--- src/hw/rtl/assert_macros.svh ---
// Assertion macros used by the RTL top level, json_string_escaper.sv.
`ifndef ASSERT_MACROS_SVH
`define ASSERT_MACROS_SVH

// Same-cycle implication, checked outside reset.
`define ASSERT_IMP(label, clk, rst, a, c) \
  label: assert property (@(posedge clk) disable iff (rst) (a) |-> (c)) \
    else $error("same-cycle implication violated");

// Next-cycle implication, checked outside reset.
`define ASSERT_NEXT(label, clk, rst, a, c) \
  label: assert property (@(posedge clk) disable iff (rst) (a) |=> (c)) \
    else $error("next-cycle implication violated");

`endif

--- src/hw/rtl/jse_pkg.sv ---
// Types, constants and escape functions for the JSON string escaper.
`timescale 1ns / 1ps

package jse_pkg;

  localparam int CAP_W    = 17;
  localparam int BUDGET_W = 16;
  localparam int IDX_W    = 3;

  localparam logic [CAP_W-1:0]    CAP_RESET  = 17'd4096;
  localparam logic [CAP_W-1:0]    CAP_BIG    = 17'd65536;
  localparam logic [BUDGET_W-1:0] BUDGET_MAX = 16'hFFFF;

  localparam logic [7:0] CH_NUL    = 8'h00;
  localparam logic [7:0] CH_TAB    = 8'h09;
  localparam logic [7:0] CH_LF     = 8'h0A;
  localparam logic [7:0] CH_CR     = 8'h0D;
  localparam logic [7:0] CH_SPACE  = 8'h20;
  localparam logic [7:0] CH_QUOTE  = 8'h22;
  localparam logic [7:0] CH_DIGIT0 = 8'h30;
  localparam logic [7:0] CH_BSLASH = 8'h5C;
  localparam logic [7:0] CH_N      = 8'h6E;
  localparam logic [7:0] CH_R      = 8'h72;
  localparam logic [7:0] CH_T      = 8'h74;
  localparam logic [7:0] CH_U      = 8'h75;
  localparam logic [7:0] HEX_ALPHA = 8'h57;  // 'a' - 10

  typedef enum logic [1:0] {
    KIND_PLAIN,
    KIND_PAIR,
    KIND_UNI,
    KIND_TERM
  } kind_t;

  // One accepted item that produces output, as handed to the expander.
  typedef struct packed {
    kind_t      kind;
    logic [7:0] b;
  } desc_t;

  // Byte offered by the expander toward the output register.
  typedef struct packed {
    logic       valid;
    logic [7:0] b;
    logic       run_last;
    logic       string_end;
  } emit_t;

  function automatic kind_t classify(input logic [7:0] b);
    kind_t k;
    if (b == CH_QUOTE || b == CH_BSLASH || b == CH_LF || b == CH_CR || b == CH_TAB) begin
      k = KIND_PAIR;
    end else if (b < CH_SPACE) begin
      k = KIND_UNI;
    end else begin
      k = KIND_PLAIN;
    end
    return k;
  endfunction

  function automatic logic [IDX_W-1:0] seq_len(input kind_t k);
    logic [IDX_W-1:0] n;
    unique case (k)
      KIND_PLAIN: n = 3'd1;
      KIND_PAIR:  n = 3'd2;
      KIND_UNI:   n = 3'd6;
      KIND_TERM:  n = 3'd1;
      default:    n = 3'd1;
    endcase
    return n;
  endfunction

  function automatic logic [7:0] hex_char(input logic [3:0] nib);
    logic [7:0] c;
    if (nib < 4'd10) begin
      c = CH_DIGIT0 + {4'd0, nib};
    end else begin
      c = HEX_ALPHA + {4'd0, nib};
    end
    return c;
  endfunction

  function automatic logic [7:0] pair_char(input logic [7:0] b);
    logic [7:0] c;
    priority if (b == CH_LF) begin
      c = CH_N;
    end else if (b == CH_CR) begin
      c = CH_R;
    end else if (b == CH_TAB) begin
      c = CH_T;
    end else begin
      c = b;  // quote and backslash repeat themselves
    end
    return c;
  endfunction

  function automatic logic [7:0] seq_byte(input desc_t d, input logic [IDX_W-1:0] idx);
    logic [7:0] c;
    unique case (d.kind)
      KIND_PLAIN: c = d.b;
      KIND_TERM:  c = CH_NUL;
      KIND_PAIR:  c = (idx == 3'd0) ? CH_BSLASH : pair_char(d.b);
      KIND_UNI: begin
        unique case (idx)
          3'd0:    c = CH_BSLASH;
          3'd1:    c = CH_U;
          3'd2:    c = CH_DIGIT0;
          3'd3:    c = CH_DIGIT0;
          3'd4:    c = hex_char(d.b[7:4]);
          3'd5:    c = hex_char(d.b[3:0]);
          default: c = CH_NUL;
        endcase
      end
      default: c = CH_NUL;
    endcase
    return c;
  endfunction

  function automatic logic [BUDGET_W-1:0] budget_from_cap(input logic [CAP_W-1:0] cap);
    logic [BUDGET_W-1:0] r;
    priority if (cap == '0) begin
      r = '0;
    end else if (cap > CAP_BIG) begin
      r = BUDGET_MAX;
    end else begin
      r = cap[BUDGET_W-1:0] - 16'd1;  // cap of 65536 gives 65535
    end
    return r;
  endfunction

endpackage

--- src/hw/rtl/jse_budget.sv ---
// Capacity register, per-string budget and truncation state; decides each item's output.
`timescale 1ns / 1ps

module jse_budget (
  input  logic                       clk,
  input  logic                       rst,
  input  logic                       cfg_we,
  input  logic [jse_pkg::CAP_W-1:0]  cfg_data,
  input  logic                       take,
  input  logic [7:0]                 in_byte,
  output logic                       desc_valid,
  output jse_pkg::desc_t             desc
);
  import jse_pkg::*;

  logic [CAP_W-1:0]    capacity;
  logic [BUDGET_W-1:0] budget_left;
  logic [BUDGET_W-1:0] budget_left_next;
  logic                truncated;
  logic                truncated_next;
  kind_t               kind_in;
  logic [IDX_W-1:0]    len_in;
  logic                fits;

  assign kind_in = classify(in_byte);
  assign len_in  = seq_len(kind_in);
  assign fits    = {{(BUDGET_W-IDX_W){1'b0}}, len_in} <= budget_left;

  always_comb begin
    budget_left_next = budget_left;
    truncated_next   = truncated;
    desc_valid       = 1'b0;
    desc.kind        = KIND_TERM;
    desc.b           = in_byte;
    priority if (in_byte == CH_NUL) begin
      // terminator only if not already sent by a cut
      desc_valid       = !truncated;
      budget_left_next = budget_from_cap(capacity);
      truncated_next   = 1'b0;
    end else if (truncated) begin
      desc_valid = 1'b0;
    end else if (!fits) begin
      desc_valid     = 1'b1;
      truncated_next = 1'b1;
    end else begin
      desc_valid       = 1'b1;
      desc.kind        = kind_in;
      budget_left_next = budget_left - {{(BUDGET_W-IDX_W){1'b0}}, len_in};
    end
  end

  always_ff @(posedge clk) begin
    if (rst) begin
      capacity    <= CAP_RESET;
      budget_left <= budget_from_cap(CAP_RESET);
      truncated   <= 1'b0;
    end else begin
      if (cfg_we) begin
        capacity <= cfg_data;
      end
      if (take) begin
        budget_left <= budget_left_next;
        truncated   <= truncated_next;
      end
    end
  end

endmodule

--- src/hw/rtl/jse_expand.sv ---
// Holds one item's escape sequence and steps through its bytes, one per cycle while advance is high.
`timescale 1ns / 1ps

module jse_expand (
  input  logic            clk,
  input  logic            rst,
  input  logic            load,
  input  jse_pkg::desc_t  desc,
  input  logic            advance,
  output jse_pkg::emit_t  emit
);
  import jse_pkg::*;

  logic             busy;
  desc_t            cur;
  logic [IDX_W-1:0] idx;
  logic             at_last;

  assign at_last         = idx == (seq_len(cur.kind) - 3'd1);
  assign emit.valid      = busy;
  assign emit.b          = seq_byte(cur, idx);
  assign emit.run_last   = at_last;
  assign emit.string_end = cur.kind == KIND_TERM;

  always_ff @(posedge clk) begin
    if (rst) begin
      busy <= 1'b0;
      idx  <= '0;
    end else if (load) begin
      busy <= 1'b1;
      idx  <= '0;
    end else if (busy && advance) begin
      if (at_last) begin
        busy <= 1'b0;
      end else begin
        idx <= idx + 3'd1;
      end
    end
  end

  always_ff @(posedge clk) begin
    if (load) begin
      cur <= desc;
    end
  end

endmodule

--- src/hw/rtl/json_string_escaper.sv ---
// JSON string escaper with per-string output budget; top level and output register.
// An accepted byte goes into the sequence register and then into the output register.
// Throughput: one byte per cycle for plain bytes while out_stall is low; an escape
// holds the input while the sequence register emits its 2 or 6 bytes, one a cycle.
// Reset (rst, synchronous): capacity 4096, budget 4095, not truncated, output empty.
`timescale 1ns / 1ps

`include "assert_macros.svh"

module json_string_escaper (
  input  logic                      clk,
  input  logic                      rst,
  input  logic                      cfg_we,
  input  logic [jse_pkg::CAP_W-1:0] cfg_data,
  input  logic                      in_valid,
  output logic                      in_stall,
  input  logic [7:0]                in_byte,
  output logic                      out_valid,
  input  logic                      out_stall,
  output logic [7:0]                out_byte,
  output logic                      run_last,
  output logic                      string_end
);
  import jse_pkg::*;

  logic   out_load;
  logic   free;
  logic   take;
  logic   desc_valid;
  desc_t  desc;
  emit_t  emit;

  assign out_load = !out_valid || !out_stall;
  // expander can take a new item when empty or when its last byte leaves now
  assign free     = !emit.valid || (emit.run_last && out_load);
  assign in_stall = !free;
  assign take     = in_valid && free;

  jse_budget u_budget (
    .clk        (clk),
    .rst        (rst),
    .cfg_we     (cfg_we),
    .cfg_data   (cfg_data),
    .take       (take),
    .in_byte    (in_byte),
    .desc_valid (desc_valid),
    .desc       (desc)
  );

  jse_expand u_expand (
    .clk     (clk),
    .rst     (rst),
    .load    (take && desc_valid),
    .desc    (desc),
    .advance (out_load),
    .emit    (emit)
  );

  always_ff @(posedge clk) begin
    if (rst) begin
      out_valid <= 1'b0;
    end else if (out_load) begin
      out_valid <= emit.valid;
    end
  end

  always_ff @(posedge clk) begin
    if (out_load) begin
      out_byte   <= emit.b;
      run_last   <= emit.run_last;
      string_end <= emit.string_end;
    end
  end

  `ASSERT_IMP(a_term_shape, clk, rst, out_valid && string_end, out_byte == CH_NUL && run_last)
  `ASSERT_IMP(a_stall_only_busy, clk, rst, in_stall, emit.valid && !(emit.run_last && out_load))
  `ASSERT_NEXT(a_escape_continues, clk, rst, emit.valid && !emit.run_last, emit.valid)

endmodule

--- config.mk ---
export PLATFORM = sky130hd
export DESIGN_NAME = json_string_escaper
export DESIGN_NICKNAME = d
export VERILOG_FILES = /design/src/hw/rtl/jse_pkg.sv /design/src/hw/rtl/jse_budget.sv /design/src/hw/rtl/jse_expand.sv /design/src/hw/rtl/json_string_escaper.sv
export VERILOG_INCLUDE_DIRS = /design/src /design/src/hw/rtl
export SDC_FILE = /design/constraint.sdc
export NUM_CORES = 1
export LEC_CHECK = 0
export BUFFER_PORTS_ARGS = -buffer_cell sky130_fd_sc_hd__buf_2
export CAP_MARGIN = 20
export CORE_AREA = 4 4 104 106
export DETAILED_ROUTE_END_ITERATION = 10
export DIE_AREA = 0 0 108 110
export SLEW_MARGIN = 20
export SYNTH_ARGS = -nofsm -noshare
export SYNTH_HDL_FRONTEND = slang
export SYNTH_SLANG_ARGS = --single-unit
--- constraint.sdc ---
create_clock -name clk -period 8.8 [get_ports clk]
set_clock_uncertainty 0.05 [all_clocks]
set_input_delay 0.88 -clock clk [delete_from_list [all_inputs] [get_ports clk]]
set_output_delay 0.88 -clock clk [all_outputs]
set_load 0.02 [all_outputs]
# [Word-level counts from Yosys, hierarchy flattened]
# Index checks and enable logic that the tools add are counted.
[word_totals] latchBits=0 out_inout_bits=12 ram_bits=0 n_memories=0 inputBits=30 regBits=59 romBits=0 wordCells=103
[classes] bitwise=2 div=0 n_eq_ne=21 shifts=0 reduce_logical=31 n_mux=25 n_addsub=8 n_lt_le_gt_ge=5 multipliers=0
[op_table] cell="$mux W16" count=5
[op_table] cell="$eq A8 B4 Y1 const B" count=6
[op_table] cell="$mux W8" count=6
[op_table] cell="$pmux W8 S5" count=1
[op_table] cell="$pmux W8 S4" count=1
[op_table] cell="$pmux W3 S3" count=2
[op_table] cell="$gt A17 B17 Y1 const B" count=1
[op_table] cell="$logic_not A17 Y1" count=1
[op_table] cell="$add A7 B4 Y8 const A" count=2
[op_table] cell="$le A3 B16 Y1" count=1
[op_table] cell="$sub A16 B1 Y16 const B" count=1
[op_table] cell="$sub A16 B3 Y16" count=1
[op_table] cell="$add A6 B4 Y7 const A" count=2
[op_table] cell="$eq A2 B2 Y1 const B" count=4
[op_table] cell="$eq A8 B6 Y1 const B" count=1
[op_table] cell="$eq A8 B7 Y1 const B" count=1
[op_table] cell="$logic_not A8 Y1" count=1
[op_table] cell="$lt A4 B4 Y1 const B" count=2
[op_table] cell="$lt A8 B6 Y1 const B" count=1
[op_table] cell="$mux W1" count=8
[op_table] cell="$reduce_or A2 Y1" count=4
[op_table] cell="$eq A3 B2 Y1 const B" count=2
[op_table] cell="$eq A3 B3 Y1 const B" count=2
[op_table] cell="$logic_or A1 B1 Y1" count=6
[op_table] cell="other kinds (16)" count=30

# [Depth between registers and ports, before layout]
[logic_depth] ltp_word=13 ltp_mapped=14 depth_no_buf=13

# [Hierarchy]
# Synthesis repeated with hierarchy kept, for this count alone.
[unflattened] cells_unflattened=446 hier_area_um2=4058.9
[by_module_without_submodules] mod="jse_budget" seq_area_each_um2=680.7 instances=1 cells_per_inst=274 area_each_um2=2329.7
[by_module_without_submodules] mod="jse_expand" seq_area_each_um2=380.4 instances=1 cells_per_inst=153 area_each_um2=1356.3
[by_module_without_submodules] mod="json_string_escaper" seq_area_each_um2=320.3 instances=1 cells_per_inst=19 area_each_um2=372.9

# [Worst setup path after synthesis]
# OpenSTA, ideal clock, no wires.
[synth_timing] path_kind="in2reg" from="input in_byte[6]" to="register u_budget.budget_left[8]" required_ns=8.628 path_stages=13 arrival_ns=3.521 setup_time_ns=0.122 path_buffers=0 slack_ns=5.107 cell_sequence="nor4b_1 > a31oi_1 > o41ai_1 > a22oi_1 > nor2b_1 > ha_1 > fa_1 > nor2b_1 > nor4_4 > a31oi_4 > o21ba_1 > o21ai_0 > a221o_1"
[synth_between] elab_chain_cells=13 word_cells_on_any_way=27 cone_classes="1 x add/sub; 2 x order compare; 9 x eq/ne; 6 x mux; 9 x reduce/logical"
[synth_lines] item="from (decl)" line_no="json_string_escaper.sv:17" text="input logic [7:0] in_byte,"
[synth_lines] item="branches (longest 13 deep; another with $sub A16 B3 Y16)"
[synth_lines] item="to (signal assigned)" line_no="jse_budget.sv:55" text="budget_left <= budget_from_cap(CAP_RESET);"
[synth_lines] item="to (signal assigned)" line_no="jse_budget.sv:62" text="budget_left <= budget_left_next;"
[synth_lines] item="to (decl)" line_no="jse_budget.sv:17" text="logic [BUDGET_W-1:0] budget_left;"
# Several ways; the timed one is not identified. The select of a mux whose other input is x is not followed.
# A chain may end at the register's enable or synchronous reset.

# [Worst setup path in the final report]
# Ends and elaborated chain as after synthesis.

==> qor.csv <==
stage;metric;value;unit
cts;cts bufs inserted;9;
cts;CTS clk-pin slew, worst paths;0.07;ns
logic_synthesis;Synth Cell Area;0.00387;mm²
detailed_routing;Vias per Instance;5.66;
worst_hold_path;worst hold path class;reg2reg;
cts;H-Tree Depth;3;
floorplan;Die Area;0.0119;mm²
sta;worst slew pin tran;1.02;ns
worst_setup_path;R2R Setup Slk;5.88;ns
final_layout;Storage cell area;0.00138;mm²
placement;Post-DP Area;0.00415;mm²
cts;cts hold-fix bufs;0;
final_layout;final net count;527;
detailed_routing;drt initial violations;186;
logic_synthesis;commonest cells in the netlist;48 x nor2_1, 39 x dfxtp_1, 33 x a21oi_1;
worst_setup_path;crit end category;flip-flop;
floorplan;initial core utilization;39.6;%
logic_synthesis;synthesized area per cell;8.67;µm²
placement;IO Port Bufs;41;
final_layout;post-route cell area;0.00437;mm²
logic_synthesis;top_reg_cell synth;dfxtp_1;
logic_synthesis;largest area contributor in the netlist;dfxtp_1;
cts;Root Driver;clkbuf_8;
worst_setup_path;Worst Path Arrival;4.39;ns
worst_setup_path;CP Launch Type;input port;
placement;dpl hpwl;6840;µm
run;Max-cap violations;0;
outcome;status;complete, no violations;
cts;# Post-CTS Setup Buffers;0;
power_and_ir_drop;peak supply drop;0.0901;mV
worst_setup_path;CP max FO;11;
sta;unrepaired setup endpoints after global routing;no;
cts;CTS tree;yes;
floorplan;chip width;108;µm
logic_synthesis;sequential area share after synthesis;35.7;%
final_layout;Ant. Diodes;0;
global_route;Total GRT Usage;16.0;%
floorplan;Die Y;110;µm
final_layout;Syn-to-layout area delta;12.8;%
logic_synthesis;Synth Register Bits;59;
global_route;pin count of the biggest net entering global routing;38;
worst_setup_path;CP Data Required Time;8.98;ns
power_and_ir_drop;Pwr Density;184;mW/mm²
logic_synthesis;cell with the most instances after synthesis;nor2_1;
sta;fin crit period;4.22;ns
detailed_routing;routed wire length;9200;µm
sta;worst rel slew slack;31.1;%
detailed_routing;via total after detailed routing;3483;
cts;Skew-Pair Late Insertion Delay;0.34;ns
detailed_routing;Detail Route Antenna Nets;0;
detailed_routing;first drt pass iteration count;5;
cts;CTS sink cnt;59;
sta;Hold Vio Cnt, Final;0;
logic_synthesis;Post-synth EDFFs;20;
logic_synthesis;Netlist cell types;66;
cts;Post-CTS Resized;0;
cts;clock buffer depth;2;
floorplan;Ports;42;
logic_synthesis;syn nets;497;
logic_synthesis;asr flop ratio synth;0;%
sta;fin. max-slew vios;0;
detailed_routing;# DRC;0;
placement;routability congestion estimate from global placement;0.899;
global_route;first-pass GRT wire length;15200;µm
sta;post-route clock period utilization;47.9;%
logic_synthesis;Yosys warnings;0;
final_layout;# fillers;976;
power_and_ir_drop;leak pwr;1.69;nW
global_route;vias in the first global route;3319;
sta;fmax;237;MHz
global_route;initial antenna violation count;0;
logic_synthesis;Yosys top cell area share;20.2;%
worst_setup_path;Setup CP Type;in2reg;
sta;hold_ws;0.412;ns
sta;final setup fails;0;
final_layout;Multi-input gate area;0.00231;mm²
sta;Sum Neg Setup Slack;0;ns
final_layout;layout cell share with drive strength beyond 1;14.7;%
detailed_routing;wire length per cell;15.0;µm
logic_synthesis;Cells after Synth;447;
global_route;grt ovf;0;
floorplan;Cell Rows;36;
logic_synthesis;top cells by area, synth;dfxtp_1 20%, edfxtp_1 16%, ha_1 6.1%, mux2i_1 4.7%, nor2_1 4.7%;
floorplan;core region area;0.00977;mm²
## layer usage
| metal | global-route usage, % | part of all wire, % |
|---|---|---|
| met1 | 19.5 | 44 |
| met2 | 27.3 | 48 |
| met3 | 3.26 | 4.7 |
| met4 | 7.12 | 2.3 |
| met5 | 0 | 0 |
## final timing paths
path,from,to,depth (start not counted)
worst max-delay path,in_byte[6],u_budget.budget_left[8],14
worst max register to register,u_expand.cur[8],u_budget.budget_left[8],9
worst min-delay path,u_budget.budget_left[0],u_budget.budget_left[0],1
worst min register to register,u_budget.budget_left[0],u_budget.budget_left[0],1
## worst max-delay path: stages
cell and delay (ns):
buf_2 0.13, nor4b_1 0.31, a31oi_1 0.07, o41ai_1 0.30, a22oi_1 0.20, nor2b_1 0.18, ha_1 0.22, fa_1 0.41
nor2b_1 0.29, nor4_4 0.12, a31oi_4 0.32, o21ba_1 0.43, o21ai_0 0.18, a221o_1 0.32
## power by group
group | total, mW | internal, mW | switching, mW
Clock | 0.263 | 0.152 | 0.111
Combinational | 0.199 | 0.0795 | 0.119
Sequential | 0.341 | 0.315 | 0.0261
Total | 0.804 | 0.547 | 0.257
## state kept, by name (all words and copies together) (netlist names), 3 cells and up
name,flops
u_expand.cur,10
u_budget.capacity,17
u_budget.budget_left,16
u_expand.idx,3
out_byte,8
## kinds of logic after synthesis
kind of cell | synth area share [%]
AO/OA/AOI/OAI | 22.4
AND/OR/NAND/NOR | 20.3
flip-flops | 35.7
multiplexers | 4.65
buffers and inverters | 4.81
XOR/XNOR | 4.75
adder cells (fa/ha/maj) | 7.43
## layout by cell type, fill, tap and decap left out, types with 12 or more instances in the layout
master / count
xnor2_1: 12
inv_1: 23
nand2_1: 25
nand3_1: 16
mux2i_1: 18
edfxtp_1: 20
ha_1: 19
buf_2: 41
nor2_1: 48
o21ai_0: 23
a21oi_1: 33
dfxtp_1: 39
## stage by stage
stage,total power [mW],utilization (%),worst slack (ns),instances
floorplan,0.492,-,5.11,447
global route,0.849,44.7,4.30,615
CTS,0.808,44.7,4.65,615
global placement,0.541,42.5,4.41,599
finish,0.804,44.7,4.58,615
detailed placement,0.545,42.5,4.30,599
## final cells by class
cell class | instances | area share (%)
clock buffers | 14 | 4.70
clock inverters | 2 | 0.286
inverters | 23 | 1.98
multi-input cells | 342 | 52.8
flip-flops and latches | 59 | 31.6
well taps | 133 | 3.81
repair buffers | 42 | 4.87
No activity file was read; power rests on OpenSTA's default activity.
